--- src/rtl/aesb_pkg.sv ---
// Types, tables and round functions of the AES-128 block engine
package aesb_pkg;

  localparam int unsigned NumRounds = 10;
  localparam int unsigned RkIdxW    = $clog2(NumRounds + 1);

  typedef enum logic [2:0] {
    REG_KEY_HIGH  = 3'd0,
    REG_KEY_LOW   = 3'd1,
    REG_IV_HIGH   = 3'd2,
    REG_IV_LOW    = 3'd3,
    REG_ENCRYPT   = 3'd4,
    REG_CHAIN     = 3'd5
  } cfg_reg_e;

  typedef struct packed {
    logic [127:0] blk;
    logic         start;
  } item_t;

  typedef struct packed {
    logic         encrypt;
    logic         cbc;
    logic [127:0] iv;
  } mode_t;

  localparam logic [7:0] SBOX [256] = '{
    8'h63, 8'h7c, 8'h77, 8'h7b, 8'hf2, 8'h6b, 8'h6f, 8'hc5,
    8'h30, 8'h01, 8'h67, 8'h2b, 8'hfe, 8'hd7, 8'hab, 8'h76,
    8'hca, 8'h82, 8'hc9, 8'h7d, 8'hfa, 8'h59, 8'h47, 8'hf0,
    8'had, 8'hd4, 8'ha2, 8'haf, 8'h9c, 8'ha4, 8'h72, 8'hc0,
    8'hb7, 8'hfd, 8'h93, 8'h26, 8'h36, 8'h3f, 8'hf7, 8'hcc,
    8'h34, 8'ha5, 8'he5, 8'hf1, 8'h71, 8'hd8, 8'h31, 8'h15,
    8'h04, 8'hc7, 8'h23, 8'hc3, 8'h18, 8'h96, 8'h05, 8'h9a,
    8'h07, 8'h12, 8'h80, 8'he2, 8'heb, 8'h27, 8'hb2, 8'h75,
    8'h09, 8'h83, 8'h2c, 8'h1a, 8'h1b, 8'h6e, 8'h5a, 8'ha0,
    8'h52, 8'h3b, 8'hd6, 8'hb3, 8'h29, 8'he3, 8'h2f, 8'h84,
    8'h53, 8'hd1, 8'h00, 8'hed, 8'h20, 8'hfc, 8'hb1, 8'h5b,
    8'h6a, 8'hcb, 8'hbe, 8'h39, 8'h4a, 8'h4c, 8'h58, 8'hcf,
    8'hd0, 8'hef, 8'haa, 8'hfb, 8'h43, 8'h4d, 8'h33, 8'h85,
    8'h45, 8'hf9, 8'h02, 8'h7f, 8'h50, 8'h3c, 8'h9f, 8'ha8,
    8'h51, 8'ha3, 8'h40, 8'h8f, 8'h92, 8'h9d, 8'h38, 8'hf5,
    8'hbc, 8'hb6, 8'hda, 8'h21, 8'h10, 8'hff, 8'hf3, 8'hd2,
    8'hcd, 8'h0c, 8'h13, 8'hec, 8'h5f, 8'h97, 8'h44, 8'h17,
    8'hc4, 8'ha7, 8'h7e, 8'h3d, 8'h64, 8'h5d, 8'h19, 8'h73,
    8'h60, 8'h81, 8'h4f, 8'hdc, 8'h22, 8'h2a, 8'h90, 8'h88,
    8'h46, 8'hee, 8'hb8, 8'h14, 8'hde, 8'h5e, 8'h0b, 8'hdb,
    8'he0, 8'h32, 8'h3a, 8'h0a, 8'h49, 8'h06, 8'h24, 8'h5c,
    8'hc2, 8'hd3, 8'hac, 8'h62, 8'h91, 8'h95, 8'he4, 8'h79,
    8'he7, 8'hc8, 8'h37, 8'h6d, 8'h8d, 8'hd5, 8'h4e, 8'ha9,
    8'h6c, 8'h56, 8'hf4, 8'hea, 8'h65, 8'h7a, 8'hae, 8'h08,
    8'hba, 8'h78, 8'h25, 8'h2e, 8'h1c, 8'ha6, 8'hb4, 8'hc6,
    8'he8, 8'hdd, 8'h74, 8'h1f, 8'h4b, 8'hbd, 8'h8b, 8'h8a,
    8'h70, 8'h3e, 8'hb5, 8'h66, 8'h48, 8'h03, 8'hf6, 8'h0e,
    8'h61, 8'h35, 8'h57, 8'hb9, 8'h86, 8'hc1, 8'h1d, 8'h9e,
    8'he1, 8'hf8, 8'h98, 8'h11, 8'h69, 8'hd9, 8'h8e, 8'h94,
    8'h9b, 8'h1e, 8'h87, 8'he9, 8'hce, 8'h55, 8'h28, 8'hdf,
    8'h8c, 8'ha1, 8'h89, 8'h0d, 8'hbf, 8'he6, 8'h42, 8'h68,
    8'h41, 8'h99, 8'h2d, 8'h0f, 8'hb0, 8'h54, 8'hbb, 8'h16
  };

  localparam logic [7:0] INV_SBOX [256] = '{
    8'h52, 8'h09, 8'h6a, 8'hd5, 8'h30, 8'h36, 8'ha5, 8'h38,
    8'hbf, 8'h40, 8'ha3, 8'h9e, 8'h81, 8'hf3, 8'hd7, 8'hfb,
    8'h7c, 8'he3, 8'h39, 8'h82, 8'h9b, 8'h2f, 8'hff, 8'h87,
    8'h34, 8'h8e, 8'h43, 8'h44, 8'hc4, 8'hde, 8'he9, 8'hcb,
    8'h54, 8'h7b, 8'h94, 8'h32, 8'ha6, 8'hc2, 8'h23, 8'h3d,
    8'hee, 8'h4c, 8'h95, 8'h0b, 8'h42, 8'hfa, 8'hc3, 8'h4e,
    8'h08, 8'h2e, 8'ha1, 8'h66, 8'h28, 8'hd9, 8'h24, 8'hb2,
    8'h76, 8'h5b, 8'ha2, 8'h49, 8'h6d, 8'h8b, 8'hd1, 8'h25,
    8'h72, 8'hf8, 8'hf6, 8'h64, 8'h86, 8'h68, 8'h98, 8'h16,
    8'hd4, 8'ha4, 8'h5c, 8'hcc, 8'h5d, 8'h65, 8'hb6, 8'h92,
    8'h6c, 8'h70, 8'h48, 8'h50, 8'hfd, 8'hed, 8'hb9, 8'hda,
    8'h5e, 8'h15, 8'h46, 8'h57, 8'ha7, 8'h8d, 8'h9d, 8'h84,
    8'h90, 8'hd8, 8'hab, 8'h00, 8'h8c, 8'hbc, 8'hd3, 8'h0a,
    8'hf7, 8'he4, 8'h58, 8'h05, 8'hb8, 8'hb3, 8'h45, 8'h06,
    8'hd0, 8'h2c, 8'h1e, 8'h8f, 8'hca, 8'h3f, 8'h0f, 8'h02,
    8'hc1, 8'haf, 8'hbd, 8'h03, 8'h01, 8'h13, 8'h8a, 8'h6b,
    8'h3a, 8'h91, 8'h11, 8'h41, 8'h4f, 8'h67, 8'hdc, 8'hea,
    8'h97, 8'hf2, 8'hcf, 8'hce, 8'hf0, 8'hb4, 8'he6, 8'h73,
    8'h96, 8'hac, 8'h74, 8'h22, 8'he7, 8'had, 8'h35, 8'h85,
    8'he2, 8'hf9, 8'h37, 8'he8, 8'h1c, 8'h75, 8'hdf, 8'h6e,
    8'h47, 8'hf1, 8'h1a, 8'h71, 8'h1d, 8'h29, 8'hc5, 8'h89,
    8'h6f, 8'hb7, 8'h62, 8'h0e, 8'haa, 8'h18, 8'hbe, 8'h1b,
    8'hfc, 8'h56, 8'h3e, 8'h4b, 8'hc6, 8'hd2, 8'h79, 8'h20,
    8'h9a, 8'hdb, 8'hc0, 8'hfe, 8'h78, 8'hcd, 8'h5a, 8'hf4,
    8'h1f, 8'hdd, 8'ha8, 8'h33, 8'h88, 8'h07, 8'hc7, 8'h31,
    8'hb1, 8'h12, 8'h10, 8'h59, 8'h27, 8'h80, 8'hec, 8'h5f,
    8'h60, 8'h51, 8'h7f, 8'ha9, 8'h19, 8'hb5, 8'h4a, 8'h0d,
    8'h2d, 8'he5, 8'h7a, 8'h9f, 8'h93, 8'hc9, 8'h9c, 8'hef,
    8'ha0, 8'he0, 8'h3b, 8'h4d, 8'hae, 8'h2a, 8'hf5, 8'hb0,
    8'hc8, 8'heb, 8'hbb, 8'h3c, 8'h83, 8'h53, 8'h99, 8'h61,
    8'h17, 8'h2b, 8'h04, 8'h7e, 8'hba, 8'h77, 8'hd6, 8'h26,
    8'he1, 8'h69, 8'h14, 8'h63, 8'h55, 8'h21, 8'h0c, 8'h7d
  };

  localparam logic [7:0] RCON [NumRounds] = '{
    8'h01, 8'h02, 8'h04, 8'h08, 8'h10, 8'h20, 8'h40, 8'h80, 8'h1b, 8'h36
  };

  function automatic logic [7:0] xt(logic [7:0] a);
    return {a[6:0], 1'b0} ^ (a[7] ? 8'h1b : 8'h00);
  endfunction

  function automatic logic [7:0] get_b(logic [127:0] s, int unsigned i);
    return s[127 - 8 * i -: 8];
  endfunction

  // one expansion step: next round key from the previous one
  function automatic logic [127:0] key_next(logic [127:0] k, logic [7:0] rc);
    logic [31:0] w0, w1, w2, w3, t;
    w0 = k[127:96];
    w1 = k[95:64];
    w2 = k[63:32];
    w3 = k[31:0];
    t  = {SBOX[w3[23:16]] ^ rc, SBOX[w3[15:8]], SBOX[w3[7:0]], SBOX[w3[31:24]]};
    w0 = w0 ^ t;
    w1 = w1 ^ w0;
    w2 = w2 ^ w1;
    w3 = w3 ^ w2;
    return {w0, w1, w2, w3};
  endfunction

  function automatic logic [127:0] enc_round(logic [127:0] s, logic last);
    logic [127:0] t, o;
    logic [7:0]   a0, a1, a2, a3;
    for (int r = 0; r < 4; r++) begin
      for (int c = 0; c < 4; c++) begin
        t[127 - 8 * (r + 4 * c) -: 8] = SBOX[get_b(s, r + 4 * ((c + r) % 4))];
      end
    end
    for (int c = 0; c < 4; c++) begin
      a0 = get_b(t, 4 * c);
      a1 = get_b(t, 4 * c + 1);
      a2 = get_b(t, 4 * c + 2);
      a3 = get_b(t, 4 * c + 3);
      o[127 - 32 * c -: 8]  = xt(a0) ^ xt(a1) ^ a1 ^ a2 ^ a3;
      o[119 - 32 * c -: 8]  = a0 ^ xt(a1) ^ xt(a2) ^ a2 ^ a3;
      o[111 - 32 * c -: 8]  = a0 ^ a1 ^ xt(a2) ^ xt(a3) ^ a3;
      o[103 - 32 * c -: 8]  = xt(a0) ^ a0 ^ a1 ^ a2 ^ xt(a3);
    end
    return last ? t : o;
  endfunction

  function automatic logic [7:0] gm(logic [7:0] a, logic [3:0] m);
    logic [7:0] x2, x4, x8;
    x2 = xt(a);
    x4 = xt(x2);
    x8 = xt(x4);
    return (m[0] ? a : 8'h00) ^ (m[1] ? x2 : 8'h00) ^ (m[2] ? x4 : 8'h00) ^
           (m[3] ? x8 : 8'h00);
  endfunction

  function automatic logic [127:0] dec_round(logic [127:0] s, logic [127:0] rk,
                                             logic mix);
    logic [127:0] t, o;
    logic [7:0]   a0, a1, a2, a3;
    for (int r = 0; r < 4; r++) begin
      for (int c = 0; c < 4; c++) begin
        t[127 - 8 * (r + 4 * ((c + r) % 4)) -: 8] = INV_SBOX[get_b(s, r + 4 * c)];
      end
    end
    t = t ^ rk;
    for (int c = 0; c < 4; c++) begin
      a0 = get_b(t, 4 * c);
      a1 = get_b(t, 4 * c + 1);
      a2 = get_b(t, 4 * c + 2);
      a3 = get_b(t, 4 * c + 3);
      o[127 - 32 * c -: 8] = gm(a0, 4'd14) ^ gm(a1, 4'd11) ^ gm(a2, 4'd13) ^ gm(a3, 4'd9);
      o[119 - 32 * c -: 8] = gm(a0, 4'd9) ^ gm(a1, 4'd14) ^ gm(a2, 4'd11) ^ gm(a3, 4'd13);
      o[111 - 32 * c -: 8] = gm(a0, 4'd13) ^ gm(a1, 4'd9) ^ gm(a2, 4'd14) ^ gm(a3, 4'd11);
      o[103 - 32 * c -: 8] = gm(a0, 4'd11) ^ gm(a1, 4'd13) ^ gm(a2, 4'd9) ^ gm(a3, 4'd14);
    end
    return mix ? o : t;
  endfunction

endpackage

--- src/rtl/aesb_keysched.sv ---
// Round key expansion and round key store
module aesb_keysched (
  input  logic                        clk_i,
  input  logic                        rst_ni,
  input  logic                        restart_i,
  input  logic [127:0]                key_i,
  input  logic [aesb_pkg::RkIdxW-1:0] rd_idx_i,
  output logic [127:0]                rk_o,
  output logic                        ready_o
);
  import aesb_pkg::*;

  logic [127:0]      rk_q [NumRounds + 1];
  logic [127:0]      run_q, run_d;
  logic [RkIdxW-1:0] cnt_q;
  logic              busy_q;

  assign rk_o    = rk_q[rd_idx_i];
  assign ready_o = !busy_q;

  always_comb begin
    if (cnt_q == '0) begin
      run_d = key_i;
    end else begin
      run_d = key_next(run_q, RCON[cnt_q - RkIdxW'(1)]);
    end
  end

  always_ff @(posedge clk_i or negedge rst_ni) begin
    if (!rst_ni) begin
      busy_q <= 1'b1;
      cnt_q  <= '0;
    end else if (restart_i) begin
      busy_q <= 1'b1;
      cnt_q  <= '0;
    end else if (busy_q) begin
      cnt_q <= cnt_q + RkIdxW'(1);
      if (cnt_q == RkIdxW'(NumRounds)) busy_q <= 1'b0;
    end
  end

  always_ff @(posedge clk_i) begin
    if (busy_q && !restart_i) begin
      rk_q[cnt_q] <= run_d;
      run_q       <= run_d;
    end
  end

endmodule

--- config.mk ---
export PLATFORM = sky130hd
export DESIGN_NAME = aesb_keysched
export DESIGN_NICKNAME = d
export VERILOG_FILES = /design/src/rtl/aesb_pkg.sv /design/src/rtl/aesb_keysched.sv
export SDC_FILE = /design/constraint.sdc
export NUM_CORES = 2
export LEC_CHECK = 0
export BUFFER_PORTS_ARGS = -buffer_cell sky130_fd_sc_hd__buf_2
export CAP_MARGIN = 20
export CELL_PAD_IN_SITES_DETAIL_PLACEMENT = 1
export CELL_PAD_IN_SITES_GLOBAL_PLACEMENT = 1
export CORE_MARGIN = 2
export CORE_UTILIZATION = 25
export CTS_BUF_LIST = sky130_fd_sc_hd__clkbuf_4
export DETAILED_ROUTE_END_ITERATION = 7
export GPL_ROUTABILITY_DRIVEN = 0
export PLACE_DENSITY_LB_ADDON = 0.25
export SYNTH_ARGS = -nofsm -noshare
export SYNTH_HDL_FRONTEND = slang
export SYNTH_SLANG_ARGS = --single-unit
export TNS_END_PERCENT = 5
--- constraint.sdc ---
create_clock -name clk_i -period 14 [get_ports clk_i]
set_clock_uncertainty 0.05 [all_clocks]
set_input_delay 4.2 -clock clk_i [delete_from_list [all_inputs] [get_ports clk_i]]
set_output_delay 4.2 -clock clk_i [all_outputs]
set_load 0.005 [all_outputs]
==> impl_metrics.env <==
export IMPL_wirelength_mm=288
export IMPL_cts_sinks=1541
export IMPL_dr_pass1_iters=6
export IMPL_worstPathArrival_ns=6.71
export IMPL_end_kind="output pin"
export IMPL_worstPathMaxFanout=40
export IMPL_tritoncts="done"
export IMPL_ys_ff_latch=1541
export IMPL_ys_seq_area_share_pct=61.5
export IMPL_final_nets=5619
export IMPL_status="finished clean"
export IMPL_switching_power_uw=10400
export IMPL_clockPowerShare_pct=16.3
export IMPL_vias=49998
export IMPL_dp_cells=8962
export IMPL_hold_buffers=0
export IMPL_antenna_found_initial=68
export IMPL_dieArea_um2=305000
export IMPL_cts_root_buf="clkbuf_4"
export IMPL_tightest_slew_ns=1.15
export IMPL_syn_num_nets=5188
export IMPL_fin_crit_sh_pct=78.3
export IMPL_io_pins=264
export IMPL_fin_area_um2=86100
export IMPL_fin_cells=9668
export IMPL_synth_edff_count=1536
export IMPL_postSynthCellCount=4990
export IMPL_switching_share_pct=45.2
export IMPL_vias_per_cell=5.17
export IMPL_p_leak_uw=0.0280
export IMPL_cts_repair_resized=0
export IMPL_yosysWarnings=0
export IMPL_wl_per_cell_um=29.8
export IMPL_intPower_uw=12600
export IMPL_hold_class="reg2reg"
export IMPL_drive_gt1_share_pct=30.2
export IMPL_synth_area_um2=75200
export IMPL_maxSlewViolCount=0
export IMPL_fin_crit_ns=10.96
export IMPL_placed_area_um2=81100
export IMPL_clk_latency_ns=1.25
export IMPL_dp_slack_ns=2.92
export IMPL_htree_levels=5
export IMPL_worstHoldStart="busy_q$_DFF_PN1_"
export IMPL_hold_viol=0
export IMPL_die_h_um=552
export IMPL_num_rows=201
export IMPL_ys_top_cells_by_area="edfxtp_1, mux4_2, mux2_2"
export IMPL_cts_inserted_buffers=394
export IMPL_synthArstFlopShare_pct=0.324
export IMPL_synth_cell_type_count=108
export IMPL_dpl_hpwl_mm=182
export IMPL_start_util_pct=25.1
export IMPL_power_density_nw_per_um2=268
export IMPL_final_core_util_pct=28.7
export IMPL_fmaxAchievable_mhz=91.2
export IMPL_cap_viol_max_count=0
export IMPL_cp_required_ns=9.75
export IMPL_synthToLayoutAreaGrowth_pct=14.5
export IMPL_clockBufferDepth=4
export IMPL_finalWorstSetupSlack_ns=3.04
export IMPL_port_buffers=263
export IMPL_crit_type="in2out"
export IMPL_fin_tns_setup_ns=0
export IMPL_crit_reg2reg_launch="run_q[16]$_DFFE_PP_"
export IMPL_clkTransAtPathRegs_ns=0.08
export IMPL_n_fill_cell=31986
export IMPL_slew_limit_headroom_pct=23.0
export IMPL_drc=0
export IMPL_cp_startpoint="rd_idx_i[0]"
export IMPL_synth_area_per_cell_um2=15.1
export IMPL_grt_overflow_total=0
export IMPL_synth_top_area_share_pct=61.3
export IMPL_power_frac_comb_pct=51.0
export IMPL_rsz0062_at_grt="false"
export IMPL_seq_power_share_pct=32.7
export IMPL_ant_nets=0
export IMPL_ys_flop_type="edfxtp_1"
export IMPL_post_cts_buffers=0
export IMPL_grt_pass1_vias=52139
export IMPL_grt_start_max_net_pins=107
export IMPL_grt_pass1_wl_mm=405
export IMPL_core_um2=300000
export IMPL_track_usage_pct=18.4
export IMPL_setup_viol=0
export IMPL_drt_iter0_markers=5006
export IMPL_die_width_um=552
export IMPL_vdd_drop_max_v=0.000142
export IMPL_cp_start_kind="input pin"
export IMPL_yosysTopAreaCell="edfxtp_1"
## cells in the mapped netlist, types with 13 or more instances
master,instances
a2111oi_0,18
edfxtp_1,1536
inv_1,43
and3_1,19
buf_1,63
o22ai_1,17
nand2b_1,95
nand3_1,87
mux2i_1,50
xnor2_1,90
or2_2,16
nand2_1,266
a311oi_1,40
nand4_1,18
xnor3_1,13
buf_2,123
o31ai_1,32
nor2_1,241
o221ai_1,25
or3_1,28
buf_6,16
o32ai_1,15
o311ai_0,39
ha_1,62
a31oi_1,59
nor2b_1,90
o2111ai_1,15
xor2_1,47
mux2_2,150
and2_1,32
buf_4,28
a221oi_1,13
nor4_1,20
clkbuf_1,205
nor3b_1,22
a211o_1,19
a21oi_1,231
mux4_2,421
a32oi_1,15
a211oi_1,48
o21ai_0,218
nor3_1,89
o211ai_1,63
## final timing paths
kind / endpoint / slack, ns / cells past startpoint
max: rk_o[110] / 3.04 / 5
min: busy_q$_DFF_PN1_ / 0.53 / 2
max reg2reg: rk_q[2][61]$_DFFE_PP_ / 7.74 / 13
min reg2reg: busy_q$_DFF_PN1_ / 0.53 / 2
max in group asynchronous: busy_q$_DFF_PN1_ / 10.92 / 1
min in group asynchronous: cnt_q[2]$_DFFE_PN0P_ / 2.77 / 1
## stage by stage
step | total power, uW | hold WS (ns)
global route | 24100 | 0.596
floorplan | 14100 | 0.579
CTS | 23000 | 0.524
finish | 23000 | 0.526
global placement | 19100 | 0.512
detailed placement | 19200 | 0.500
## critical path, stage by stage
cell	delay [ns]
buf_8	0.31
buf_4	0.71
mux4_2	0.60
mux4_2	0.53
buf_2	0.16
## kinds of logic after synthesis
kind of cell               after synthesis  synth area share [%]
AOI/OAI and AO/OA                     1019                  9.21
and+or+nand+nor                       1090                  7.28
DFF                                   1541                  61.5
adders and majority gates               63                  1.06
xor gates and xnor gates               167                  2.48
muxes                                  621                  15.5
buffers and inverters                  489                  2.95
## state kept, by name (all words and copies together) (netlist names)
signal	count
busy_q	1
cnt_q	4
rk_q	1408
run_q	128
## cell type report
class	instances	area (um2)	area share [%]
Clock inverter	109	552	0.641
Multi-Input combinational cell	2960	26800	31.1
Sequential cell	1541	46300	53.7
Clock buffer	560	4200	4.88
Timing Repair Buffer	470	3060	3.56
Tap cell	3958	4950	5.75
Inverter	54	210	0.244
Antenna cell	16	40.0	0.0465
## power by group through the flow
| stage | sequential, uW | combinational, uW | clock, uW |
|---|---|---|---|
| 2_1_floorplan | 7560 | 6520 | 0 |
| 3_3_place_gp | 7630 | 11400 | 0 |
| 3_5_place_dp | 7650 | 11500 | 0 |
| 4_1_cts | 7560 | 11600 | 3910 |
| 5_1_grt | 7590 | 12400 | 4110 |
| 6_report | 7540 | 11700 | 3760 |
## metal layers
layer / global-route usage, % / share of wire [%] / vias to the layer above
met5: 0 / 0.025 / -
met4: 9.61 / 5.5 / 10
met3: 2.68 / 5.0 / 531
met2: 30.3 / 48 / 1837
met1: 23.3 / 41 / 26439
li1: - / - / 21181
## placed cells by master (no fill, tap or decap), types with 25 or more instances in the layout
| master | n |
|---|---|
| o31ai_1 | 32 |
| o311ai_0 | 39 |
| nor2b_1 | 90 |
| buf_4 | 183 |
| xnor2_1 | 90 |
| o21ai_0 | 212 |
| o221ai_1 | 25 |
| mux2i_1 | 50 |
| nand3_1 | 87 |
| mux4_2 | 421 |
| clkbuf_4 | 566 |
| a31oi_1 | 59 |
| nor2_1 | 239 |
| nand2b_1 | 95 |
| inv_1 | 42 |
| or3_1 | 27 |
| a21oi_1 | 223 |
| nand2_1 | 266 |
| mux2_2 | 150 |
| clkinv_1 | 82 |
| edfxtp_1 | 1536 |
| a211oi_1 | 48 |
| buf_2 | 262 |
| o211ai_1 | 63 |
| xor2_1 | 47 |
| ha_1 | 62 |
| a311oi_1 | 40 |
| nor3_1 | 88 |
(Power assumes the default switching activity.)
