$ cat config.mk
export PLATFORM = sky130hd
export DESIGN_NAME = aesb_front
export DESIGN_NICKNAME = d
export VERILOG_FILES = /design/src/rtl/aesb_pkg.sv /design/src/rtl/aesb_front.sv
export SDC_FILE = /design/constraint.sdc
export NUM_CORES = 1
export LEC_CHECK = 0
export ABC_AREA = 1
export BUFFER_PORTS_ARGS = -buffer_cell sky130_fd_sc_hd__buf_2
export CAP_MARGIN = 25
export CORE_UTILIZATION = 38
export DETAILED_ROUTE_END_ITERATION = 6
export PLACE_DENSITY = 0.58
export SLEW_MARGIN = 25
export SYNTH_ARGS = -nofsm -noshare
export SYNTH_HDL_FRONTEND = slang
export SYNTH_SLANG_ARGS = --single-unit
$ cat constraint.sdc
create_clock -name clk_i -period 7.5 [get_ports clk_i]
set_input_delay 0.375 -clock clk_i [delete_from_list [all_inputs] [get_ports clk_i]]
set_output_delay 0.375 -clock clk_i [all_outputs]
set_load 0.03 [all_outputs]
$ cat src/rtl/aesb_pkg.sv
// Types, tables and round functions of the AES-128 block engine
package aesb_pkg;

  localparam int unsigned NumRounds = 10;
  localparam int unsigned RkIdxW    = $clog2(NumRounds + 1);

  typedef enum logic [2:0] {
    REG_KEY_HIGH  = 3'd0,
    REG_KEY_LOW   = 3'd1,
    REG_IV_HIGH   = 3'd2,
    REG_IV_LOW    = 3'd3,
    REG_ENCRYPT   = 3'd4,
    REG_CHAIN     = 3'd5
  } cfg_reg_e;

  typedef struct packed {
    logic [127:0] blk;
    logic         start;
  } item_t;

  typedef struct packed {
    logic         encrypt;
    logic         cbc;
    logic [127:0] iv;
  } mode_t;

  localparam logic [7:0] SBOX [256] = '{
    8'h63, 8'h7c, 8'h77, 8'h7b, 8'hf2, 8'h6b, 8'h6f, 8'hc5,
    8'h30, 8'h01, 8'h67, 8'h2b, 8'hfe, 8'hd7, 8'hab, 8'h76,
    8'hca, 8'h82, 8'hc9, 8'h7d, 8'hfa, 8'h59, 8'h47, 8'hf0,
    8'had, 8'hd4, 8'ha2, 8'haf, 8'h9c, 8'ha4, 8'h72, 8'hc0,
    8'hb7, 8'hfd, 8'h93, 8'h26, 8'h36, 8'h3f, 8'hf7, 8'hcc,
    8'h34, 8'ha5, 8'he5, 8'hf1, 8'h71, 8'hd8, 8'h31, 8'h15,
    8'h04, 8'hc7, 8'h23, 8'hc3, 8'h18, 8'h96, 8'h05, 8'h9a,
    8'h07, 8'h12, 8'h80, 8'he2, 8'heb, 8'h27, 8'hb2, 8'h75,
    8'h09, 8'h83, 8'h2c, 8'h1a, 8'h1b, 8'h6e, 8'h5a, 8'ha0,
    8'h52, 8'h3b, 8'hd6, 8'hb3, 8'h29, 8'he3, 8'h2f, 8'h84,
    8'h53, 8'hd1, 8'h00, 8'hed, 8'h20, 8'hfc, 8'hb1, 8'h5b,
    8'h6a, 8'hcb, 8'hbe, 8'h39, 8'h4a, 8'h4c, 8'h58, 8'hcf,
    8'hd0, 8'hef, 8'haa, 8'hfb, 8'h43, 8'h4d, 8'h33, 8'h85,
    8'h45, 8'hf9, 8'h02, 8'h7f, 8'h50, 8'h3c, 8'h9f, 8'ha8,
    8'h51, 8'ha3, 8'h40, 8'h8f, 8'h92, 8'h9d, 8'h38, 8'hf5,
    8'hbc, 8'hb6, 8'hda, 8'h21, 8'h10, 8'hff, 8'hf3, 8'hd2,
    8'hcd, 8'h0c, 8'h13, 8'hec, 8'h5f, 8'h97, 8'h44, 8'h17,
    8'hc4, 8'ha7, 8'h7e, 8'h3d, 8'h64, 8'h5d, 8'h19, 8'h73,
    8'h60, 8'h81, 8'h4f, 8'hdc, 8'h22, 8'h2a, 8'h90, 8'h88,
    8'h46, 8'hee, 8'hb8, 8'h14, 8'hde, 8'h5e, 8'h0b, 8'hdb,
    8'he0, 8'h32, 8'h3a, 8'h0a, 8'h49, 8'h06, 8'h24, 8'h5c,
    8'hc2, 8'hd3, 8'hac, 8'h62, 8'h91, 8'h95, 8'he4, 8'h79,
    8'he7, 8'hc8, 8'h37, 8'h6d, 8'h8d, 8'hd5, 8'h4e, 8'ha9,
    8'h6c, 8'h56, 8'hf4, 8'hea, 8'h65, 8'h7a, 8'hae, 8'h08,
    8'hba, 8'h78, 8'h25, 8'h2e, 8'h1c, 8'ha6, 8'hb4, 8'hc6,
    8'he8, 8'hdd, 8'h74, 8'h1f, 8'h4b, 8'hbd, 8'h8b, 8'h8a,
    8'h70, 8'h3e, 8'hb5, 8'h66, 8'h48, 8'h03, 8'hf6, 8'h0e,
    8'h61, 8'h35, 8'h57, 8'hb9, 8'h86, 8'hc1, 8'h1d, 8'h9e,
    8'he1, 8'hf8, 8'h98, 8'h11, 8'h69, 8'hd9, 8'h8e, 8'h94,
    8'h9b, 8'h1e, 8'h87, 8'he9, 8'hce, 8'h55, 8'h28, 8'hdf,
    8'h8c, 8'ha1, 8'h89, 8'h0d, 8'hbf, 8'he6, 8'h42, 8'h68,
    8'h41, 8'h99, 8'h2d, 8'h0f, 8'hb0, 8'h54, 8'hbb, 8'h16
  };

  localparam logic [7:0] INV_SBOX [256] = '{
    8'h52, 8'h09, 8'h6a, 8'hd5, 8'h30, 8'h36, 8'ha5, 8'h38,
    8'hbf, 8'h40, 8'ha3, 8'h9e, 8'h81, 8'hf3, 8'hd7, 8'hfb,
    8'h7c, 8'he3, 8'h39, 8'h82, 8'h9b, 8'h2f, 8'hff, 8'h87,
    8'h34, 8'h8e, 8'h43, 8'h44, 8'hc4, 8'hde, 8'he9, 8'hcb,
    8'h54, 8'h7b, 8'h94, 8'h32, 8'ha6, 8'hc2, 8'h23, 8'h3d,
    8'hee, 8'h4c, 8'h95, 8'h0b, 8'h42, 8'hfa, 8'hc3, 8'h4e,
    8'h08, 8'h2e, 8'ha1, 8'h66, 8'h28, 8'hd9, 8'h24, 8'hb2,
    8'h76, 8'h5b, 8'ha2, 8'h49, 8'h6d, 8'h8b, 8'hd1, 8'h25,
    8'h72, 8'hf8, 8'hf6, 8'h64, 8'h86, 8'h68, 8'h98, 8'h16,
    8'hd4, 8'ha4, 8'h5c, 8'hcc, 8'h5d, 8'h65, 8'hb6, 8'h92,
    8'h6c, 8'h70, 8'h48, 8'h50, 8'hfd, 8'hed, 8'hb9, 8'hda,
    8'h5e, 8'h15, 8'h46, 8'h57, 8'ha7, 8'h8d, 8'h9d, 8'h84,
    8'h90, 8'hd8, 8'hab, 8'h00, 8'h8c, 8'hbc, 8'hd3, 8'h0a,
    8'hf7, 8'he4, 8'h58, 8'h05, 8'hb8, 8'hb3, 8'h45, 8'h06,
    8'hd0, 8'h2c, 8'h1e, 8'h8f, 8'hca, 8'h3f, 8'h0f, 8'h02,
    8'hc1, 8'haf, 8'hbd, 8'h03, 8'h01, 8'h13, 8'h8a, 8'h6b,
    8'h3a, 8'h91, 8'h11, 8'h41, 8'h4f, 8'h67, 8'hdc, 8'hea,
    8'h97, 8'hf2, 8'hcf, 8'hce, 8'hf0, 8'hb4, 8'he6, 8'h73,
    8'h96, 8'hac, 8'h74, 8'h22, 8'he7, 8'had, 8'h35, 8'h85,
    8'he2, 8'hf9, 8'h37, 8'he8, 8'h1c, 8'h75, 8'hdf, 8'h6e,
    8'h47, 8'hf1, 8'h1a, 8'h71, 8'h1d, 8'h29, 8'hc5, 8'h89,
    8'h6f, 8'hb7, 8'h62, 8'h0e, 8'haa, 8'h18, 8'hbe, 8'h1b,
    8'hfc, 8'h56, 8'h3e, 8'h4b, 8'hc6, 8'hd2, 8'h79, 8'h20,
    8'h9a, 8'hdb, 8'hc0, 8'hfe, 8'h78, 8'hcd, 8'h5a, 8'hf4,
    8'h1f, 8'hdd, 8'ha8, 8'h33, 8'h88, 8'h07, 8'hc7, 8'h31,
    8'hb1, 8'h12, 8'h10, 8'h59, 8'h27, 8'h80, 8'hec, 8'h5f,
    8'h60, 8'h51, 8'h7f, 8'ha9, 8'h19, 8'hb5, 8'h4a, 8'h0d,
    8'h2d, 8'he5, 8'h7a, 8'h9f, 8'h93, 8'hc9, 8'h9c, 8'hef,
    8'ha0, 8'he0, 8'h3b, 8'h4d, 8'hae, 8'h2a, 8'hf5, 8'hb0,
    8'hc8, 8'heb, 8'hbb, 8'h3c, 8'h83, 8'h53, 8'h99, 8'h61,
    8'h17, 8'h2b, 8'h04, 8'h7e, 8'hba, 8'h77, 8'hd6, 8'h26,
    8'he1, 8'h69, 8'h14, 8'h63, 8'h55, 8'h21, 8'h0c, 8'h7d
  };

  localparam logic [7:0] RCON [NumRounds] = '{
    8'h01, 8'h02, 8'h04, 8'h08, 8'h10, 8'h20, 8'h40, 8'h80, 8'h1b, 8'h36
  };

  function automatic logic [7:0] xt(logic [7:0] a);
    return {a[6:0], 1'b0} ^ (a[7] ? 8'h1b : 8'h00);
  endfunction

  function automatic logic [7:0] get_b(logic [127:0] s, int unsigned i);
    return s[127 - 8 * i -: 8];
  endfunction

  // one expansion step: next round key from the previous one
  function automatic logic [127:0] key_next(logic [127:0] k, logic [7:0] rc);
    logic [31:0] w0, w1, w2, w3, t;
    w0 = k[127:96];
    w1 = k[95:64];
    w2 = k[63:32];
    w3 = k[31:0];
    t  = {SBOX[w3[23:16]] ^ rc, SBOX[w3[15:8]], SBOX[w3[7:0]], SBOX[w3[31:24]]};
    w0 = w0 ^ t;
    w1 = w1 ^ w0;
    w2 = w2 ^ w1;
    w3 = w3 ^ w2;
    return {w0, w1, w2, w3};
  endfunction

  function automatic logic [127:0] enc_round(logic [127:0] s, logic last);
    logic [127:0] t, o;
    logic [7:0]   a0, a1, a2, a3;
    for (int r = 0; r < 4; r++) begin
      for (int c = 0; c < 4; c++) begin
        t[127 - 8 * (r + 4 * c) -: 8] = SBOX[get_b(s, r + 4 * ((c + r) % 4))];
      end
    end
    for (int c = 0; c < 4; c++) begin
      a0 = get_b(t, 4 * c);
      a1 = get_b(t, 4 * c + 1);
      a2 = get_b(t, 4 * c + 2);
      a3 = get_b(t, 4 * c + 3);
      o[127 - 32 * c -: 8]  = xt(a0) ^ xt(a1) ^ a1 ^ a2 ^ a3;
      o[119 - 32 * c -: 8]  = a0 ^ xt(a1) ^ xt(a2) ^ a2 ^ a3;
      o[111 - 32 * c -: 8]  = a0 ^ a1 ^ xt(a2) ^ xt(a3) ^ a3;
      o[103 - 32 * c -: 8]  = xt(a0) ^ a0 ^ a1 ^ a2 ^ xt(a3);
    end
    return last ? t : o;
  endfunction

  function automatic logic [7:0] gm(logic [7:0] a, logic [3:0] m);
    logic [7:0] x2, x4, x8;
    x2 = xt(a);
    x4 = xt(x2);
    x8 = xt(x4);
    return (m[0] ? a : 8'h00) ^ (m[1] ? x2 : 8'h00) ^ (m[2] ? x4 : 8'h00) ^
           (m[3] ? x8 : 8'h00);
  endfunction

  function automatic logic [127:0] dec_round(logic [127:0] s, logic [127:0] rk,
                                             logic mix);
    logic [127:0] t, o;
    logic [7:0]   a0, a1, a2, a3;
    for (int r = 0; r < 4; r++) begin
      for (int c = 0; c < 4; c++) begin
        t[127 - 8 * (r + 4 * ((c + r) % 4)) -: 8] = INV_SBOX[get_b(s, r + 4 * c)];
      end
    end
    t = t ^ rk;
    for (int c = 0; c < 4; c++) begin
      a0 = get_b(t, 4 * c);
      a1 = get_b(t, 4 * c + 1);
      a2 = get_b(t, 4 * c + 2);
      a3 = get_b(t, 4 * c + 3);
      o[127 - 32 * c -: 8] = gm(a0, 4'd14) ^ gm(a1, 4'd11) ^ gm(a2, 4'd13) ^ gm(a3, 4'd9);
      o[119 - 32 * c -: 8] = gm(a0, 4'd9) ^ gm(a1, 4'd14) ^ gm(a2, 4'd11) ^ gm(a3, 4'd13);
      o[111 - 32 * c -: 8] = gm(a0, 4'd13) ^ gm(a1, 4'd9) ^ gm(a2, 4'd14) ^ gm(a3, 4'd11);
      o[103 - 32 * c -: 8] = gm(a0, 4'd11) ^ gm(a1, 4'd13) ^ gm(a2, 4'd9) ^ gm(a3, 4'd14);
    end
    return mix ? o : t;
  endfunction

endpackage

$ cat src/rtl/aesb_front.sv
// Front end: input acceptance and two-entry request queue
module aesb_front (
  input  logic           clk_i,
  input  logic           rst_ni,
  input  logic           in_valid_i,
  output logic           in_ready_o,
  input  aesb_pkg::item_t in_item_i,
  output logic           pop_valid_o,
  input  logic           pop_ready_i,
  output aesb_pkg::item_t pop_item_o
);
  import aesb_pkg::*;

  item_t      mem_q [2];
  logic       wr_ptr_q, rd_ptr_q;
  logic [1:0] cnt_q, cnt_d;
  logic       push, pop;

  assign in_ready_o  = (cnt_q != 2'd2);
  assign pop_valid_o = (cnt_q != 2'd0);
  assign pop_item_o  = mem_q[rd_ptr_q];
  assign push        = in_valid_i && in_ready_o;
  assign pop         = pop_valid_o && pop_ready_i;

  always_comb begin
    cnt_d = cnt_q;
    if (push && !pop) begin
      cnt_d = cnt_q + 2'd1;
    end else if (pop && !push) begin
      cnt_d = cnt_q - 2'd1;
    end
  end

  always_ff @(posedge clk_i or negedge rst_ni) begin
    if (!rst_ni) begin
      wr_ptr_q <= 1'b0;
      rd_ptr_q <= 1'b0;
      cnt_q    <= 2'd0;
    end else begin
      cnt_q <= cnt_d;
      if (push) wr_ptr_q <= ~wr_ptr_q;
      if (pop)  rd_ptr_q <= ~rd_ptr_q;
    end
  end

  always_ff @(posedge clk_i) begin
    if (push) mem_q[wr_ptr_q] <= in_item_i;
  end

endmodule

==> metrics.md, run 1 <==
| Metric | Value |
|---|---|
| Post-synthesis cell area | 9633 sq um |
| Placement-stage cell area | 11210 sq um |
| Relative contribution of the clock network to total power | 23.9% |
| Die Wd | 161.2 um |
| Via count | 5832 |
| Logic gate share of total power | 36.8% |
| Net Count, Synth | 837 |
| Global placer's final weighted congestion | 0.7371 |
| Switching fraction of total power | between 30% and 40% |
| H-tree level count | 1 |
| Area of all placed cells without fillers | 12090 sq um |
| Fraction of the cycle the final worst path needs | 46.20% |
| FMAX | 288.6 MHz |
| Post-DRT Antenna Nets | 0 |
| Power density normalized to cell area | 447.3 nW/um^2 |
| Sum of net half-perimeters after detailed placement | 12220 um |
| Number of flops mapped to enable cells by yosys | 258 |
| Kind of critical path | flip-flop to output port |
| Worst-skew pair later-pin latency | 510 ps |
| Wire per inst | 14.76 um |
| Rel. slew slack | 35.68% |
| Measured slew at the worst slew-check pin | 964.8 ps |
| Number of buffers on the longest clock path | 3 |
| Count of placed standard cells including taps | 1267 |
| Synthesis-to-finish area growth | 25.46% |
| Number of gates resized after CTS | 0 |
| Final wirelength | 19440 um |
| Count of cells along the worst hold path | 1 |
| Yosys warning count | 0 |
| Die Area | 25990 sq um |
| Global-route wire length before repair | 29760 um |
| Worst R2R Path Depth | 5 |
| Total negative slack | 0 ps |
| Share of total power in sequential cells | 39.4% |
| Share of cells above drive strength 1 | between 30 and 40% |
| Number of standard cells in the final layout excluding fillers | roughly 1.3k |
| Min-delay worst type | primary input to flip-flop |
| Total clock buffers created by CTS | 27 |
| Fraction of the yosys area taken by sequential cells | 81.47% |
| Clk slew on worst S/H paths | 60 ps |
| Leakage power | between 5 and 6 nW |
| Highest fanout seen on the critical path | 69 |
| Total setup violations reported at the end of the flow | 0 |
| Total global routing overflow | 0 |
| Most repeated cell in the gate-level netlist after synthesis | sky130_fd_sc_hd__nand2_1 |
| Input/output buffers | 263 |
| Number of DRC markers after the initial detailed-route iteration | 247 |
| Synthesized area divided by synthesized cell count | 13.70 sq um |
| Yosys cell types | 15 |
| Via count normalized by instance count | 4.428 |
| List of most frequent post-synthesis cells | sky130_fd_sc_hd__nand2_1 (397), sky130_fd_sc_hd__edfxtp_1 (258), sky130_fd_sc_hd__buf_2 (16), sky130_fd_sc_hd__buf_6 (11), sky130_fd_sc_hd__inv_1 (6) |
| Global-route usage over all layers | 14.62% |
| Detailed-router iteration count before antenna repair | 4 |
| Hold-fix buffer count after cts | 1 |
| Leading post-synthesis cells by cell area | sky130_fd_sc_hd__edfxtp_1 (80%), sky130_fd_sc_hd__nand2_1 (15%), sky130_fd_sc_hd__buf_6 (1.3%), sky130_fd_sc_hd__dfrtp_1 (1.0%), sky130_fd_sc_hd__buf_2 (0.83%) |
| Switching power | 2.146 mW |
| Most area-hungry cell type in the Yosys netlist | sky130_fd_sc_hd__edfxtp_1 |
| Unrepaired setup endpoints after global routing | no |
| Number of top-level pins | 264 |
| Max-slew violation count | 0 |
| Kind of end point of the critical path | output port |
| Req. time, crit path | 7120 ps |
| Count of endpoints failing hold in the final timing report | 0 |
| Effective utilization at floorplan | between 30% and 40% |
| Height of the die | 161.2 um |
| Post-layout min period | about 3500 ps |
| Count of buffers added by post-CTS timing repair for setup | 0 |
| Sink count of the clock tree | 262 |
| Number of violations of the max-capacitance limit | 0 |
| Critical Path Start Type | flip-flop |
| Library cell used as clock root buffer | sky130_fd_sc_hd__clkbuf_16 |
| Placement Rows | 57 |
| Number of design rule violations left after detail routing | 0 |
| Maximum number of pins on one net before global-route repair | 75 |
| Number of storage elements in the synthesis netlist | 262 |
| Final worst hold slack | 43.69 ps |
| Status | finished clean |
| Share of the synthesized area in the top cell type | 80.43% |
| Number of instances in the synthesized netlist | around 700 |
| Share of synthesized registers carrying an async set or reset | 1.527% |
| Placeable core region | 24600 sq um |
| TritonCTS clock tree | done |
| Most common flop cell mapped by yosys | sky130_fd_sc_hd__edfxtp_1 |
| Crit path arrival time | around 3000 ps |
| Via count of the first global-routing pass | 5663 |
| P_int | between 3 and 4 mW |
| Antenna violations before repair | 2 |
| NumNets Final | ~1.1k |
| Worst ir drop on vdd | 256.5 uV |
| Worst clock skew | around 14 ps |
registers in the layout, indices dropped and copies added, names as in the netlist:
name and count:
cnt_q 2, mem_q 258, rd_ptr_q 1, wr_ptr_q 1
cell families (layout without fill, tap and decap cells):
| logic type | Yosys count | in the layout | share of synthesized area [%] |
|---|---|---|---|
| adder cells (fa/ha/maj) | 1 | 1 | 0.1299 |
| other | 0 | 2 | 0 |
| XOR/XNOR | 2 | 2 | 0.1819 |
| flip-flops | 262 | 262 | 81.47 |
| buffers and inverters | 36 | 324 | 2.507 |
| AND/OR/NAND/NOR | 402 | 402 | 15.72 |
critical path, stage by stage (launching register included):
cell                      delay, ps
sky130_fd_sc_hd__dfrtp_4        730
sky130_fd_sc_hd__inv_4          610
sky130_fd_sc_hd__buf_4          710
sky130_fd_sc_hd__nand2_1        120
sky130_fd_sc_hd__nand2_1        100
sky130_fd_sc_hd__buf_2          200
power by group through the flow:
stage          logic [mW]  registers [mW]  clock network (mW)
2_1_floorplan        1.49            2.16                   0
3_5_place_dp         2.02            2.16                   0
3_3_place_gp         2.01            2.16                   0
6_report             1.99            2.13                1.29
5_1_grt              2.16            2.17                1.38
4_1_cts              2.02            2.13                1.33
metal layers:
layer | up-vias | share of wire [%] | global-route usage [%] | wire length [um]
met5 | - | 0 | 0 | 0
met4 | 0 | 1.4 | 3.388 | 281
met3 | 20 | 9.1 | 5.316 | 1774
met2 | 196 | 46 | 23.82 | 9016
met1 | 2702 | 43 | 18.62 | 8368
li1 | 2914 | - | - | -
final timing paths:
check / from / to / slack, ps
setup / recovery: rd_ptr_q / pop_item_o[120] / 4030
hold / removal: in_item_i[18] / mem_q[0][18] / 40
setup reg to reg: cnt_q[0] / mem_q[1][82] / 5440
hold reg to reg: cnt_q[1] / cnt_q[1] / 500
max in group asynchronous: rst_ni / rd_ptr_q / 7150
min in group asynchronous: rst_ni / wr_ptr_q / 210
layout make-up:
class | instances | area, sq um
fill | 2182 | 12520
sequential | 262 | 7851
multi-input combinational | 405 | 1559
timing repair buffer | 270 | 1375
clock buffer | 38 | 747.0
tap | 324 | 405.4
clock inverter | 9 | 113.9
inverter | 7 | 28.78
antenna | 2 | 5.005
through the flow:
stage	setup slack [ps]	power [mW]	util, %
finish	4035	5.406	49.12
global route	3766	5.700	49.10
CTS	3961	5.486	49.08
detailed placement	4537	4.179	45.54
global placement	4547	4.172	45.54
floorplan	666.4	3.649	-
placed cells by master (no fill, tap or decap):
| cell type | n |
|---|---|
| sky130_fd_sc_hd__nand2_1 | 397 |
| sky130_fd_sc_hd__buf_2 | 263 |
| sky130_fd_sc_hd__edfxtp_1 | 258 |
| sky130_fd_sc_hd__clkbuf_16 | 27 |
| sky130_fd_sc_hd__clkbuf_1 | 8 |
| sky130_fd_sc_hd__inv_1 | 6 |
| sky130_fd_sc_hd__clkinv_1 | 5 |
| sky130_fd_sc_hd__buf_4 | 5 |
| sky130_fd_sc_hd__clkbuf_8 | 3 |
| sky130_fd_sc_hd__bufinv_16 | 3 |
| sky130_fd_sc_hd__dfrtp_1 | 3 |
| sky130_fd_sc_hd__diode_2 | 2 |
| sky130_fd_sc_hd__nor2_4 | 2 |
| sky130_fd_sc_hd__nand3_1 | 2 |
| sky130_fd_sc_hd__inv_4 | 1 |
| sky130_fd_sc_hd__xnor2_1 | 1 |
| sky130_fd_sc_hd__xor2_1 | 1 |
| sky130_fd_sc_hd__nand4_1 | 1 |
| sky130_fd_sc_hd__ha_1 | 1 |
| sky130_fd_sc_hd__clkinv_2 | 1 |
| sky130_fd_sc_hd__dlygate4sd3_1 | 1 |
| sky130_fd_sc_hd__buf_6 | 1 |
| sky130_fd_sc_hd__dfrtp_4 | 1 |
Power figures use the tool's default switching activity.
==> run 2, diff against run 1 <==
- clock period: 7.5 -> 3.6 ns (I/O delays scaled with it)
==> run 2 against run 1 <==
Compared with the run above:
- register-to-register slack got worse by 3900 ps
- critical path depth fell by 1
- die area did not move
- clock power rose by 110%
- count of clock-buffer cells in the layout fell by 2
- final area rose by 12%
- flip-flop and latch count did not move
- global-route usage rose by 1.4 points
- non-clock buffer count rose by 133
- combinational power rose by 120%
==> metrics.md, run 2 (same netlist as run 1, synthesis figures left out) <==
| Metric | Value |
|---|---|
| Critical Path Start | rd_ptr_q |
| Most frequent standard cell in the layout excluding fill and tap cells | sky130_fd_sc_hd__nand2_1 |
| Req. time, crit path | 3420 ps (-3700 ps) |
| Total global routing overflow | 0 (unchanged) |
| Unrepaired setup endpoints after global routing | no |
| Clk slew on worst S/H paths | 60 ps (about the same) |
| Synthesis-to-finish area growth | 40.04% |
| Input/output buffers | 263 (unchanged) |
| FMAX | around 350 MHz |
| Startpoint of the tightest hold check path | in_valid_i |
| Number of standard cells in the final layout excluding fillers | 1452 (+10%) |
| Total clock buffers created by CTS | 28 (+3.7%) |
| Leakage power | 5.766 nW (+11%) |
| Wire per inst | 14.68 um (-0.55%) |
| Sink count of the clock tree | 262 (unchanged) |
| Relative contribution of the clock network to total power | 24.0% (about the same) |
| H-tree level count | 1 (unchanged) |
| TritonCTS clock tree | done |
| Power density normalized to cell area | 856.0 nW/um^2 (+91%) |
| Final wirelength | 21320 um (+9.6%) |
| Die Wd | 161.2 um (unchanged) |
| Measured slew at the worst slew-check pin | 982.8 ps (+18.01 ps) |
| Placeable core region | 24600 sq um (unchanged) |
| Via count normalized by instance count | 4.425 (about the same) |
| Max FFs per register | 258 (unchanged) |
| Logic gate share of total power | 37.9% (+1.1 points) |
| Count of endpoints failing hold in the final timing report | 0 (unchanged) |
| NumNets Final | 1241 (+12%) |
| Highest fanout seen on the critical path | 87 (+26%) |
| Count of placed standard cells including taps | 1269 (+0.16%) |
| Global-route wire length before repair | 32620 um (+9.6%) |
| Die Area | 25990 sq um (unchanged) |
| Post-DRT Antenna Nets | 0 (unchanged) |
| Largest registers in the final layout | mem_q (258), cnt_q (2) |
| Total setup violations reported at the end of the flow | 0 (unchanged) |
| Min setup slack post-route | 746.9 ps (-3288 ps) |
| Final-layout fill cell count | 2059 (-5.6%) |
| Reg2Reg Setup Slack | 1530 ps (-3910 ps) |
| Critical Path Start Type | flip-flop |
| Most frequent cells in the layout | sky130_fd_sc_hd__nand2_1 (397), sky130_fd_sc_hd__buf_2 (263), sky130_fd_sc_hd__edfxtp_1 (258) |
| Share of total power in sequential cells | 38.1% (-1.3 points) |
| Rel. slew slack | 34.48% (-1.2 points) |
| Peak-usage layer in the global routing report | met2 |
| Switching fraction of total power | 39.70% (about the same) |
| P_int | 6.964 mW (+110%) |
| Effective utilization at floorplan | 39.15% (unchanged) |
| Min-delay worst type | primary input to flip-flop |
| Global-route usage over all layers | 16.02% (+1.4 points) |
| Number of design rule violations left after detail routing | 0 (unchanged) |
| Fraction of the cycle the final worst path needs | between 70% and 80% |
| Number of buffers on the longest clock path | 3 (unchanged) |
| FF-to-FF Start | rd_ptr_q |
| Library cell used as clock root buffer | sky130_fd_sc_hd__clkbuf_16 |
| Worst ir drop on vdd | 706.0 uV (+180%) |
| Kind of end point of the critical path | output port |
| Global placer's final weighted congestion | 0.7565 (+2.6%) |
| Post-layout min period | 2853 ps |
| Count of buffers added by post-CTS timing repair for setup | 0 (unchanged) |
| Global Route met2 Usage | 27.80% (+4.0 points) |
| Via count of the first global-routing pass | 6437 (+14%) |
| Max-slew violation count | 0 (unchanged) |
| Number of violations of the max-capacitance limit | 0 (unchanged) |
| Kind of critical path | flip-flop to output port |
| Met1 track utilization from global routing | 19.44% (+0.81 points) |
| Number of DRC markers after the initial detailed-route iteration | 397 (+61%) |
| Switching power | 4.584 mW (+110%) |
| Via count | 6425 (+10%) |
| Met3 demand-to-capacity share in global routing | 4.905% (-0.41 points) |
| Maximum number of pins on one net before global-route repair | 88 (+17%) |
| Worst clock skew | 23.67 ps (+9.730 ps) |
| Crit path arrival time | 2670 ps (-420 ps) |
| Height of the die | 161.2 um (unchanged) |
| Setup WS pre-CTS | 1265 ps (-3272 ps) |
| Antenna violations before repair | 1 (-1) |
| Number of top-level pins | 264 (unchanged) |
| Reg with most FFs | mem_q |
| Sum of net half-perimeters after detailed placement | 12530 um (+2.5%) |
| Share of cells above drive strength 1 | 27.77% (-3.2 points) |
| Worst-skew pair later-pin latency | 530 ps (+20 ps) |
| Status | finished clean |
| Detailed-router iteration count before antenna repair | 4 (unchanged) |
| Placement Rows | 57 (unchanged) |
[run 2: changes by cell type in the layout (fill, tap and decap cells not counted), sizes merged]
cell	change
dlygate4sd3	+131
clkbuf	-2
clkinvlp	+2
diode	-1
clkinv	+3
buf	+2
[run 2: layout make-up]
class / instances / area, sq um / area share [%]
diodes: 1 / 2.502 / 0.01855
clock buffers: 36 / 752.0 / 5.574
clock inverters: 14 / 143.9 / 1.067
inverters: 7 / 28.78 / 0.2133
multi-input cells: 405 / 1559 / 11.56
flip-flops and latches: 262 / 7851 / 58.20
well taps: 324 / 405.4 / 3.005
repair buffers: 403 / 2748 / 20.37
[run 2: path summary, 6_finish.rpt]
path,cells after the start,endpoint
max in group asynchronous,3,rd_ptr_q
min reg2reg,1,cnt_q[0]
min in group asynchronous,3,cnt_q[1]
max reg2reg,4,rd_ptr_q
max,4,pop_item_o[104]
min,3,wr_ptr_q
[run 2: power groups by stage]
stage / Sequential (mW) / Clock, mW / Combinational, mW
after floorplan: 4.43 / 0 / 3.11
after global placement: 4.45 / 0 / 4.31
after detailed placement: 4.47 / 0 / 4.31
after CTS: 4.41 / 2.85 / 4.44
after global routing: 4.47 / 2.95 / 4.73
final: 4.40 / 2.77 / 4.38
[run 2: timing repair]
item | in CTS | in global routing
endpoints found under the hold margin | 263 | 0
gates resized for setup | 0 | 0
hold buffers | 132 | 0
[run 2: metal layers]
| metal | vias to the layer above | share of wire, % |
|---|---|---|
| li1 | 3179 | - |
| met1 | 3004 | 41 |
| met2 | 213 | 49 |
| met3 | 29 | 8.1 |
| met4 | 0 | 1.8 |
| met5 | - | 0 |
[run 2: worst max-delay path, stage by stage (launching register included)]
cell and delay [ps]:
sky130_fd_sc_hd__dfrtp_4 760, sky130_fd_sc_hd__buf_4 790, sky130_fd_sc_hd__nand2_1 160, sky130_fd_sc_hd__nand2_1 110
sky130_fd_sc_hd__buf_2 190
[run 2: per-stage QoR]
step / power (mW) / util (%) / cell area [sq um] / TNS (ps) / hold WS (ps)
final: 11.55 / 54.83 / 13490 / 0 / 110.9
after global routing: 12.15 / 54.82 / 13490 / 0 / 113.8
after CTS: 11.69 / 54.82 / 13490 / 0 / 78.82
after detailed placement: 8.780 / 45.81 / 11270 / 0 / 13.69
after global placement: 8.760 / 45.81 / 11270 / 0 / 19.14
after floorplan: 7.533 / - / 9638 / -277110 / -115.6
==> run 3, diff against run 2 <==
- ABC_AREA: 1 -> 0
- PLACE_DENSITY: 0.58 -> 0.6
- clock period: 3.6 -> 2.4 ns (I/O delays scaled with it)
==> run 3 against run 2 <==
Compared with the run above:
- synthesized cell count shrank 40%
- final area grew 0.29%
- die area shrank 1.1%
- register-to-register slack lost 890 ps
- clock skew shrank 16 ps
- sequential share of layout area shrank 0.17 points
- first-iteration DRC count shrank 46%
- flip-flop and latch count is the same
- largest cell class unchanged
- largest power group unchanged
==> metrics.md, run 3 <==
| Metric | Value |
|---|---|
| Leakage power | 5.099 nW (-12%) |
| Chain of cells forming the critical path | buf_12, mux2_2, buf_2 |
| Kind of end point of the critical path | output port |
| Worst clock skew | 8.060 ps (-15.61 ps) |
| Min-delay worst type | primary input to flip-flop |
| Count of buffers added by post-CTS timing repair for setup | 0 (unchanged) |
| Unrepaired setup endpoints after global routing | no |
| Net Count, Synth | 553 (-34%) |
| Kind of critical path | flip-flop to output port |
| Most frequent standard cell in the layout excluding fill and tap cells | sky130_fd_sc_hd__buf_2 |
| Share of synthesized registers carrying an async set or reset | 1.527% (unchanged) |
| Share of the synthesized area in the top cell type | 81.30% (+0.88 points) |
| Post-DRT Antenna Nets | 0 (unchanged) |
| Cell family with the largest share of critical-path delay | flip-flops |
| Total clock buffers created by CTS | 28 (unchanged) |
| Via count of the first global-routing pass | 5993 (-6.9%) |
| Number of design rule violations left after detail routing | 0 (unchanged) |
| Crit path arrival time | 2030 ps (-640 ps) |
| Min setup slack post-route | 247.1 ps (-499.9 ps) |
| Critical Path Start Type | flip-flop |
| H-tree level count | 1 (unchanged) |
| Antenna violations before repair | 0 (-1) |
| Number of instances in the synthesized netlist | 419 (-40%) |
| Buffers plus inverters on the worst setup path | 2 (unchanged) |
| Sink count of the clock tree | 262 (unchanged) |
| FMAX | between 400 and 500 MHz |
| Input/output buffers | 263 (unchanged) |
| Fraction of the cycle the final worst path needs | 89.71% |
| Post-synthesis cell area | 9529 sq um (-1.1%) |
| Global placer's final weighted congestion | 0.7486 (-1.0%) |
| Global-route wire length before repair | 30680 um (-5.9%) |
| Die Wd | 160.4 um (-0.53%) |
| Number of gates resized after CTS | 0 (unchanged) |
| Height of the die | 160.4 um (-0.53%) |
| Yosys cell types | 15 (unchanged) |
| Leading post-synthesis cells by cell area | sky130_fd_sc_hd__edfxtp_1 (81%), sky130_fd_sc_hd__mux2_2 (15%), sky130_fd_sc_hd__buf_6 (1.2%), sky130_fd_sc_hd__dfrtp_1 (1.1%), sky130_fd_sc_hd__xnor2_1 (0.28%) |
| Power density normalized to cell area | 1236 nW/um^2 (+44%) |
| Hold-fix buffer count after cts | 133 (+0.76%) |
| Largest registers in the final layout | mem_q (258), cnt_q (2) |
| Most common flop cell mapped by yosys | sky130_fd_sc_hd__edfxtp_1 |
| Maximum number of pins on one net before global-route repair | 69 (-22%) |
| Number of buffers on the longest clock path | 3 (unchanged) |
| Number of DRC markers after the initial detailed-route iteration | 216 (-46%) |
| Max FFs per register | 258 (unchanged) |
| Rel. slew slack | 68.75% (+34 points) |
| Req. time, crit path | 2280 ps (-1140 ps) |
| Via count normalized by instance count | 4.559 (+3.0%) |
| Share of cells above drive strength 1 | 51.92% (+24 points) |
| Synthesized area divided by synthesized cell count | 22.74 sq um (+66%) |
| Worst-skew pair later-pin latency | 520 ps (about the same) |
| Synthesis-to-finish area growth | 41.98% |
| Placement-stage cell area | 11290 sq um (+0.17%) |
| Final wirelength | 19370 um (-9.1%) |
| Slowest cell on the critical path | sky130_fd_sc_hd__dfrtp_4 |
| Worst ir drop on vdd | 892.1 uV (+26%) |
| Measured slew at the worst slew-check pin | 468.7 ps (-514.1 ps) |
| Number of violations of the max-capacitance limit | 0 (unchanged) |
| Number of top-level pins | 264 (unchanged) |
| Via count | 5403 (-16%) |
| Placeable core region | 24460 sq um (-0.58%) |
| Status | finished clean |
| Most repeated cell in the gate-level netlist after synthesis | sky130_fd_sc_hd__edfxtp_1 |
| Yosys warning count | 0 (unchanged) |
| Reg with most FFs | mem_q |
| Count of endpoints failing hold in the final timing report | 0 (unchanged) |
| Highest fanout seen on the critical path | 53 (-39%) |
| Antenna diode count | 0 (-1) |
| Total global routing overflow | 0 (unchanged) |
| List of most frequent post-synthesis cells | sky130_fd_sc_hd__edfxtp_1 (258), sky130_fd_sc_hd__mux2_2 (129), sky130_fd_sc_hd__buf_6 (10), sky130_fd_sc_hd__dfrtp_1 (4) |
| Detailed-router iteration count before antenna repair | 4 (unchanged) |
| Total setup violations reported at the end of the flow | 0 (unchanged) |
| Die Area | 25710 sq um (-1.1%) |
| Max-slew violation count | 0 (unchanged) |
| Placement Rows | 57 (unchanged) |
| TritonCTS clock tree | done |
| NumNets Final | 974 (-22%) |
| Wire per inst | 16.35 um (+11%) |
| Post-layout min period | 2153 ps |
| Final-layout fill cell count | 1928 (-6.4%) |
| Number of storage elements in the synthesis netlist | 262 (unchanged) |
| Highest cell delay on the worst timing path | 580 ps (-210 ps) |
| Effective utilization at floorplan | 38.95% (-0.20 points) |
| Global-route usage over all layers | 15.08% (-0.95 points) |
| Sum of net half-perimeters after detailed placement | 11870 um (-5.3%) |
| Most area-hungry cell type in the Yosys netlist | sky130_fd_sc_hd__edfxtp_1 |
| Most frequent cells in the layout | sky130_fd_sc_hd__buf_2 (263), sky130_fd_sc_hd__edfxtp_1 (258), sky130_fd_sc_hd__dlygate4sd3_1 (133) |
| Number of flops mapped to enable cells by yosys | 258 (unchanged) |
| Fraction of the yosys area taken by sequential cells | 82.35% (+0.89 points) |
| Library cell used as clock root buffer | sky130_fd_sc_hd__clkbuf_16 |
| Clk slew on worst S/H paths | 60 ps (about the same) |
| Setup WS pre-CTS | 637.7 ps (-627.1 ps) |
| Area of all placed cells without fillers | 13530 sq um (+0.29%) |
## run 3: final timing paths
kind                          startpoint        endpoint  slack (ps)  depth (start not counted)
hold reg to reg                 cnt_q[0]        cnt_q[0]         550                          1
max in group asynchronous         rst_ni        rd_ptr_q        1680                          3
hold / removal             in_item_i[34]    mem_q[0][34]         320                          2
setup / recovery                rd_ptr_q  pop_item_o[13]         250                          3
setup reg to reg                cnt_q[0]    mem_q[1][62]         640                          3
min in group asynchronous         rst_ni        rd_ptr_q         530                          3
## run 3: power breakdown
part | internal (mW) | switching, mW
sequential | 6.25 | 0.281
clock | 2.51 | 1.65
combinational | 2.15 | 3.88
## run 3: cells by family (layout without fill, tap and decap cells)
group	count (synthesis)	after routing	synth area share, %
buffers and inverters	15	457	1.457
adders and majority gates	1	1	0.1313
DFF	262	262	82.35
muxes	129	129	15.24
and+or+nand+nor	7	7	0.3547
xor gates and xnor gates	5	5	0.4596
## run 3: layer usage
metal  wire length, um  vias to the layer above  GRT usage, %
met3              1565                       37         4.881
met2              9932                      206         27.19
met1              7447                     2644         16.85
li1                  -                     2516             -
met5                 0                        -             0
met4               427                        0         4.675
## run 3: metrics by stage
stage                     total power [mW]  instances  utilization, %  setup TNS (ps)  hold WS (ps)
final                                16.72       1185           55.31               0         316.0
after global placement               12.41       1001           46.15               0        -71.18
after detailed placement             12.54       1001           46.15               0        -66.72
after floorplan                      10.95        419               -         -114490        -175.6
after global routing                 17.47       1185           55.31               0         296.6
after CTS                            16.92       1185           55.31               0         278.9
## run 3: cell type report
cell class,count,area [sq um],area share (%)
clock buffers,33,740.7,5.475
clock inverters,18,167.7,1.239
well taps,324,405.4,2.996
inverters,1,3.754,0.02774
repair buffers,405,2790,20.62
multi-input cells,142,1570,11.61
flip-flops and latches,262,7851,58.03
## run 3: worst reg2reg max path, stage by stage (launching register included)
cell and delay [ps]:
sky130_fd_sc_hd__dfrtp_1 410, sky130_fd_sc_hd__nand2b_4 180, sky130_fd_sc_hd__and3_4 500, sky130_fd_sc_hd__buf_12 310
